File: config.mk
export PLATFORM = sky130hd
export DESIGN_NAME = joystick_direction_vote
export DESIGN_NICKNAME = d
export VERILOG_FILES = /design/src/design/jdv_pkg.sv /design/src/design/jdv_classify.sv /design/src/design/jdv_cell.sv /design/src/design/jdv_tally.sv /design/src/design/joystick_direction_vote.sv
export SDC_FILE = /design/constraint.sdc
export NUM_CORES = 1
export LEC_CHECK = 0
export ABC_CLOCK_PERIOD_IN_PS = 6400
export BUFFER_PORTS_ARGS = -buffer_cell sky130_fd_sc_hd__clkbuf_2
export CAP_MARGIN = 0
export CORE_MARGIN = 1.5
export CORE_UTILIZATION = 36
export DETAILED_ROUTE_END_ITERATION = 8
export PLACE_DENSITY_LB_ADDON = 0.2
export SLEW_MARGIN = 25
export SYNTH_ARGS = -nofsm -noshare
export SYNTH_HDL_FRONTEND = slang
export SYNTH_SLANG_ARGS = --single-unit
File: constraint.sdc
create_clock -name clk -period 6.4 [get_ports clk]
set_input_delay 0.32 -clock clk [delete_from_list [all_inputs] [get_ports clk]]
set_output_delay 0.32 -clock clk [all_outputs]
set_load 0.005 [all_outputs]
File: src/design/jdv_pkg.sv
// ----------------------------------------------------------------------------
// jdv_pkg
// Shared types and constants for the joystick direction vote block.
// ----------------------------------------------------------------------------
package jdv_pkg;

  localparam int WINDOW      = 10;
  localparam int SAMPLE_BITS = 12;
  localparam int CNT_W       = $clog2(WINDOW + 1);
  localparam int DIR_KINDS   = 5;

  // axis select codes
  localparam logic [1:0] AXIS_NONE  = 2'd0;
  localparam logic [1:0] AXIS_VERT  = 2'd1;
  localparam logic [1:0] AXIS_HORIZ = 2'd2;

  // register indexes on the config channel
  localparam logic [1:0] REG_CENTER_X  = 2'd0;
  localparam logic [1:0] REG_CENTER_Y  = 2'd1;
  localparam logic [1:0] REG_DEADZONE  = 2'd2;
  localparam logic [1:0] REG_AXIS_MODE = 2'd3;

  typedef enum logic [2:0] {
    DIR_STOP  = 3'd0,
    DIR_UP    = 3'd1,
    DIR_DOWN  = 3'd2,
    DIR_LEFT  = 3'd3,
    DIR_RIGHT = 3'd4
  } dir_t;

  typedef struct packed {
    logic [SAMPLE_BITS-1:0] center_x;
    logic [SAMPLE_BITS-1:0] center_y;
    logic [SAMPLE_BITS-1:0] deadzone;
    logic [1:0]             axis_mode;
  } cfg_t;

  // contents of one window cell
  typedef struct packed {
    logic valid;
    dir_t code;
  } cell_t;

  // shift control broadcast along the cell row
  typedef struct packed {
    logic shift;
    dir_t code;
  } shift_ctrl_t;

endpackage

File: src/design/jdv_classify.sv
// ----------------------------------------------------------------------------
// jdv_classify
// Registered deadzone check: center offset, magnitude, compare, direction.
// ----------------------------------------------------------------------------
module jdv_classify (
  input  logic                            clk,
  input  logic                            rst,
  input  logic                            advance,
  input  logic                            in_valid,
  input  logic [jdv_pkg::SAMPLE_BITS-1:0] x_sample,
  input  logic [jdv_pkg::SAMPLE_BITS-1:0] y_sample,
  input  jdv_pkg::cfg_t                   cfg,
  output logic                            valid,
  output jdv_pkg::dir_t                   code
);

  localparam int OW = jdv_pkg::SAMPLE_BITS + 1;

  logic [jdv_pkg::SAMPLE_BITS-1:0] sample_sel;
  logic [jdv_pkg::SAMPLE_BITS-1:0] center_sel;
  logic signed [OW-1:0]            offset;
  logic [OW-1:0]                   mag;
  logic                            beyond;
  jdv_pkg::dir_t                   code_next;

  always_comb begin
    if (cfg.axis_mode == jdv_pkg::AXIS_VERT) begin
      sample_sel = y_sample;
      center_sel = cfg.center_y;
    end else begin
      sample_sel = x_sample;
      center_sel = cfg.center_x;
    end
    offset = $signed({1'b0, sample_sel}) - $signed({1'b0, center_sel});
    mag    = offset[OW-1] ? OW'(-offset) : OW'(offset);
    beyond = mag > {1'b0, cfg.deadzone};
  end

  always_comb begin
    case (cfg.axis_mode)
      jdv_pkg::AXIS_VERT: begin
        if (!beyond)          code_next = jdv_pkg::DIR_STOP;
        else if (offset[OW-1]) code_next = jdv_pkg::DIR_UP;
        else                  code_next = jdv_pkg::DIR_DOWN;
      end
      jdv_pkg::AXIS_HORIZ: begin
        if (!beyond)          code_next = jdv_pkg::DIR_STOP;
        else if (offset[OW-1]) code_next = jdv_pkg::DIR_RIGHT;
        else                  code_next = jdv_pkg::DIR_LEFT;
      end
      default: code_next = jdv_pkg::DIR_STOP;
    endcase
  end

  always_ff @(posedge clk) begin
    if (rst) begin
      valid <= 1'b0;
    end else if (advance) begin
      valid <= in_valid;
    end
  end

  always_ff @(posedge clk) begin
    if (advance && in_valid) begin
      code <= code_next;
    end
  end

endmodule

File: src/design/jdv_cell.sv
// ----------------------------------------------------------------------------
// jdv_cell
// One window slot; takes its neighbor's contents on every shift.
// ----------------------------------------------------------------------------
module jdv_cell (
  input  logic                 clk,
  input  logic                 rst,
  input  logic                 shift,
  input  jdv_pkg::cell_t       d,
  output jdv_pkg::cell_t       q
);

  always_ff @(posedge clk) begin
    if (rst) begin
      q.valid <= 1'b0;
    end else if (shift) begin
      q.valid <= d.valid;
    end
  end

  always_ff @(posedge clk) begin
    if (shift) begin
      q.code <= d.code;
    end
  end

endmodule

File: src/design/jdv_tally.sv
// ----------------------------------------------------------------------------
// jdv_tally
// Running per-direction counts over the window, and the majority pick.
// ----------------------------------------------------------------------------
module jdv_tally (
  input  logic                 clk,
  input  logic                 rst,
  input  jdv_pkg::shift_ctrl_t ctrl,
  input  jdv_pkg::cell_t       evicted,
  output jdv_pkg::dir_t        voted
);

  logic [jdv_pkg::CNT_W-1:0] cnt      [jdv_pkg::DIR_KINDS];
  logic [jdv_pkg::CNT_W-1:0] cnt_next [jdv_pkg::DIR_KINDS];
  logic [2:0]                best;

  always_comb begin
    for (int k = 0; k < jdv_pkg::DIR_KINDS; k++) begin
      cnt_next[k] = cnt[k];
      if (ctrl.code == 3'(k)) begin
        cnt_next[k] = cnt_next[k] + jdv_pkg::CNT_W'(1);
      end
      if (evicted.valid && evicted.code == 3'(k)) begin
        cnt_next[k] = cnt_next[k] - jdv_pkg::CNT_W'(1);
      end
    end
  end

  always_ff @(posedge clk) begin
    if (rst) begin
      for (int k = 0; k < jdv_pkg::DIR_KINDS; k++) begin
        cnt[k] <= '0;
      end
    end else if (ctrl.shift) begin
      for (int k = 0; k < jdv_pkg::DIR_KINDS; k++) begin
        cnt[k] <= cnt_next[k];
      end
    end
  end

  // strict compare keeps the earlier code on a tie
  always_comb begin
    best = 3'(jdv_pkg::DIR_STOP);
    for (int k = 1; k < jdv_pkg::DIR_KINDS; k++) begin
      if (cnt[k] > cnt[best]) begin
        best = 3'(k);
      end
    end
    voted = jdv_pkg::dir_t'(best);
  end

endmodule

File: src/design/joystick_direction_vote.sv
// ----------------------------------------------------------------------------
// joystick_direction_vote
// Deadzone direction detection with a majority vote over recent samples.
// ----------------------------------------------------------------------------
// Usage:
//   s_axis carries one request per sample pair: tdata = {y_sample, x_sample}.
//   The block classifies the configured axis against center and deadzone,
//   pushes the code into a row of WINDOW cells, and returns on m_axis one
//   request per sample: tdata = {2'b0, instant_direction, voted_direction}.
//   Codes: 0 stop, 1 up, 2 down, 3 left, 4 right.
//   Config channel (cfg_valid/cfg_ready, cfg_index, cfg_data) writes
//   center_x, center_y, deadzone, axis_mode; cfg_ready is always high.
//   Write config only while no sample is in flight.
// Timing:
//   m_axis_tvalid rises after three register stages: classify register (loaded
//   at the s_axis accepting edge), cell row / running counts, output register.
//   One sample per cycle sustained while m_axis_tready stays high; the vote
//   reads running counts so the window never needs a full rescan.
// Reset:
//   rst clears the cells (all empty), the counts, the pipe and the config.
// Stall:
//   The whole pipe holds while the output register is full and m_axis_tready
//   is low; s_axis_tready drops in that same cycle.
// ----------------------------------------------------------------------------
module joystick_direction_vote (
  input  logic        clk,
  input  logic        rst,
  // slave: [11:0] x_sample, [23:12] y_sample
  input  logic        s_axis_tvalid,
  output logic        s_axis_tready,
  input  logic [23:0] s_axis_tdata,
  // master: [2:0] voted_direction, [5:3] instant_direction, [7:6] zero
  output logic        m_axis_tvalid,
  input  logic        m_axis_tready,
  output logic [7:0]  m_axis_tdata,
  // config write channel
  input  logic        cfg_valid,
  output logic        cfg_ready,
  input  logic [1:0]  cfg_index,
  input  logic [11:0] cfg_data
);

  localparam int SB = jdv_pkg::SAMPLE_BITS;

  jdv_pkg::cfg_t        cfg;
  logic                 advance;

  logic                 s1_valid;
  jdv_pkg::dir_t        s1_code;
  logic                 s2_valid;
  jdv_pkg::dir_t        s2_code;

  logic                 out_valid;
  jdv_pkg::dir_t        out_voted;
  jdv_pkg::dir_t        out_instant;

  jdv_pkg::shift_ctrl_t ctrl;
  jdv_pkg::cell_t       link [jdv_pkg::WINDOW+1];
  jdv_pkg::dir_t        voted;

  // one stall for the whole pipe: move whenever the output slot frees up
  assign advance       = !out_valid || m_axis_tready;
  assign s_axis_tready = advance;
  assign cfg_ready     = 1'b1;

  // ---- configuration registers ----
  always_ff @(posedge clk) begin
    if (rst) begin
      cfg <= '0;
    end else if (cfg_valid) begin
      case (cfg_index)
        jdv_pkg::REG_CENTER_X:  cfg.center_x  <= cfg_data[SB-1:0];
        jdv_pkg::REG_CENTER_Y:  cfg.center_y  <= cfg_data[SB-1:0];
        jdv_pkg::REG_DEADZONE:  cfg.deadzone  <= cfg_data[SB-1:0];
        jdv_pkg::REG_AXIS_MODE: cfg.axis_mode <= cfg_data[1:0];
        default: ;
      endcase
    end
  end

  // ---- stage 1: classify ----
  jdv_classify u_classify (
    .clk      (clk),
    .rst      (rst),
    .advance  (advance),
    .in_valid (s_axis_tvalid),
    .x_sample (s_axis_tdata[SB-1:0]),
    .y_sample (s_axis_tdata[2*SB-1:SB]),
    .cfg      (cfg),
    .valid    (s1_valid),
    .code     (s1_code)
  );

  // ---- stage 2: cell row and running counts ----
  assign ctrl.shift   = advance && s1_valid;
  assign ctrl.code    = s1_code;
  assign link[0].valid = 1'b1;
  assign link[0].code  = s1_code;

  for (genvar i = 0; i < jdv_pkg::WINDOW; i++) begin : g_cell
    jdv_cell u_cell (
      .clk   (clk),
      .rst   (rst),
      .shift (ctrl.shift),
      .d     (link[i]),
      .q     (link[i+1])
    );
  end

  // oldest cell drops out as the new code enters
  jdv_tally u_tally (
    .clk     (clk),
    .rst     (rst),
    .ctrl    (ctrl),
    .evicted (link[jdv_pkg::WINDOW]),
    .voted   (voted)
  );

  always_ff @(posedge clk) begin
    if (rst) begin
      s2_valid <= 1'b0;
    end else if (advance) begin
      s2_valid <= s1_valid;
    end
  end

  always_ff @(posedge clk) begin
    if (ctrl.shift) begin
      s2_code <= s1_code;
    end
  end

  // ---- stage 3: output register; counts already include this sample ----
  always_ff @(posedge clk) begin
    if (rst) begin
      out_valid <= 1'b0;
    end else if (advance) begin
      out_valid <= s2_valid;
    end
  end

  always_ff @(posedge clk) begin
    if (advance && s2_valid) begin
      out_voted   <= voted;
      out_instant <= s2_code;
    end
  end

  assign m_axis_tvalid = out_valid;
  assign m_axis_tdata  = {2'b00, out_instant, out_voted};

endmodule

==> flow_summary.ini <==
[run_status]
outcome = finished, final reports clean

[logic_synthesis]
synth.distinct_cells = 57
syn_area_mm2 = 0.00653
ys_ff_latch = 110
synth_top_family_by_area = simple AND/OR/NAND/NOR gates
yosys.area_share.adder = 0.105
synth.avg_cell_area_um2 = 9.83
synth_edf_count = 59
yosys.area_share.simple = 0.167
ys_seq_area_frac = 0.428
yosys_warnings = 0
synth_flop_cell = edfxtp_1
syn_inst = 664
muxShareOfSynthArea = 0.101
synth_xor_area_frac = 0.0671
synth_compound_area_frac = 0.0979
synthArstFlopShare = 0

[worst_setup_path]
rr_worst_depth = 29
path_class = reg2reg
cp_data_arrival_time_ns = 5.99
crit_slowest_cell = edfxtp_1
path_buf_inv = 2
r2r-start = u_tally.cnt[1][1]$_SDFFCE_PN0P_
cp-end-kind = flip-flop
crit_required_ns = 6.51
critical-path-top-delay-family = compound AO/OA/AOI/OAI gates
reg2reg_slack_ns = 0.52
cp.depth = 29
max_stage_delay_ns = 0.46
cp_max_fo = 9
r2r_end = out_voted[1]$_SDFFCE_PN0P_
startpoint_type = flip-flop
crit_end = out_voted[1]$_SDFFCE_PN0P_
cp-startpoint = u_tally.cnt[1][1]$_SDFFCE_PN0P_

[drt]
vias_per_cell = 5.09
ant_nets = 0
dr.pass1.iters = 4
drt-total-wl_um = 13800
routedWlPerCell_um = 14.7
drc = 0
dr_total_vias = 4780
drtIter0Drc = 247

[floorplan]
ios = 54
fp-row-count = 49
die_w_um = 138
initial_core_util = 0.366
dieHeight_um = 138
coreArea_mm2 = 0.0178
dieArea_mm2 = 0.0189

[clock_network]
holdBufCountCts = 0
cts_made_buffers = 9
postCtsSetupRepairBufs = 0
cts.sinks = 110
worstSkewPairLatency_ns = 0.36
clock_path_buffers = 2
ctsResizeCount = 0
ctsRootBufferMaster = clkbuf_16
cts_tree = built
htree_levels = 3
clk_pin_slew_ns = 0.09

[finish]
finalNetCount = 802
mostFrequentLayoutCells = nand2_1, nor2_1, edfxtp_1
synthToLayoutAreaGrowth_pct = 11.8
utilization = 0.409
final_common_cell = nand2_1
drive_gt1_frac = 0.135
n_antenna_cell = 0

[timing]
post-route-min-period_ns = 5.88
setup_viol = 0
slew_viol_final = 0
finClkSkew_ns = 0.0148
rsz0062_at_grt = false
tns_ns = 0
hold_viol_final = 0
slew_headroom = 0.365
worstMarginPinSlew_ns = 0.952
fin_crit_sh = 0.919
fmax_ghz = 0.170
holdWs_ns = 0.222

[global_route]
track_usage = 0.155
grt_start_max_net_pins = 54
grt_antenna_before_repair = 0
grt_first_pass_wirelength_um = 22800
grt_pass1_vias = 4714
overflow = 0

[min_path]
hold_path_depth = 3
min_path_type = in2reg

[power]
ir_drop_mv = 0.161
power_density_mw_per_mm2 = 246
p_seq_frac = 0.446
clkPwrFrac = 0.311
p_comb_frac = 0.243
cellLeakagePower_uw = 0.00280
p_switching_uw = 549
p_int_uw = 1250
sw_frac_of_total = 0.305
total_power_uw = 1800

[job]
cap_violations = 0

[placed_design]
dp.final_hpwl_um = 10300
io_buffers = 50
gp_congestion = 0.784
power by group through the flow:
stage	clock network [uW]	registers, uW	logic (uW)
floorplan	0	812	340
global placement	0	818	416
detailed placement	0	819	437
CTS	576	803	440
global route	602	807	501
finish	558	802	437
cell usage after synthesis (11+ instances only):
cell type / n / area share
inv_1: 28 / 0.016
ha_1: 53 / 0.10
o21ai_0: 11 / 0.0084
edfxtp_1: 59 / 0.27
mux2i_1: 49 / 0.075
nor2_1: 66 / 0.038
xnor2_1: 35 / 0.047
nand3_1: 16 / 0.012
clkbuf_1: 20 / 0.012
nand2_1: 69 / 0.040
a21oi_1: 50 / 0.038
nor2b_1: 14 / 0.013
xor2_1: 15 / 0.020
dfxtp_1: 51 / 0.16
mux2_2: 15 / 0.026
logic make-up (layout without fill, tap and decap cells):
group / count (synthesis) / in the layout
AND/OR/NAND/NOR: 226 / 226
flip-flops: 110 / 110
AO/OA/AOI/OAI: 104 / 104
multiplexers: 64 / 64
adder cells (fa/ha/maj): 54 / 54
buffers and inverters: 54 / 99
XOR/XNOR: 50 / 50
other: 2 / 3
sequential cells by signal, summed over array words and instances (netlist names):
register	cells
g_cell.u_cell.q	40
cfg	38
u_tally.cnt	20
out_instant	3
out_voted	3
u_classify.code	3
m_axis_tvalid	1
s2_valid	1
u_classify.valid	1
stage by stage:
step,instance area [um2],std cells,worst slack [ns]
final,7300,939,0.520
after detailed placement,7000,923,0.536
after CTS,7300,939,0.537
after global placement,7000,923,0.810
after global routing,7300,939,0.0422
after floorplan,6530,665,0.883
worst min-delay path by stage:
| stage | startpoint | to | slack (ns) |
|---|---|---|---|
| after global placement | g_cell[2].u_cell.q[0]$_DFFE_PP_ | g_cell[3].u_cell.q[0]$_DFFE_PP_ | 0.41 |
| after CTS | cfg_data[7] | cfg[9]$_SDFFE_PP0P_ | 0.21 |
| after floorplan | g_cell[1].u_cell.q[0]$_DFFE_PP_ | g_cell[2].u_cell.q[0]$_DFFE_PP_ | 0.40 |
| after detailed placement | g_cell[8].u_cell.q[0]$_DFFE_PP_ | g_cell[9].u_cell.q[0]$_DFFE_PP_ | 0.41 |
| after global routing | cfg_data[7] | cfg[9]$_SDFFE_PP0P_ | 0.21 |
| final | cfg_data[10] | cfg[12]$_SDFFE_PP0P_ | 0.22 |
cell type report:
type | instances | area [um2]
fill | 1748 | 10500
clock inverter | 7 | 71.3
timing repair buffer | 55 | 288
tap | 229 | 287
inverter | 28 | 105
sequential | 110 | 2790
multi-input combinational | 501 | 3530
clock buffer | 9 | 225
worst min-delay path, stage by stage:
cell      delay, ns
clkbuf_2       0.10
nand2_1        0.05
a21oi_1        0.05
routing by layer:
layer | wire, um | vias up | track usage
li1 | - | 2431 | -
met1 | 6010 | 2263 | 0.181
met2 | 7230 | 77 | 0.288
met3 | 409 | 9 | 0.0313
met4 | 122 | 0 | 0.0363
met5 | 0 | - | 0
Note: power is estimated with default switching activity, not from simulation.
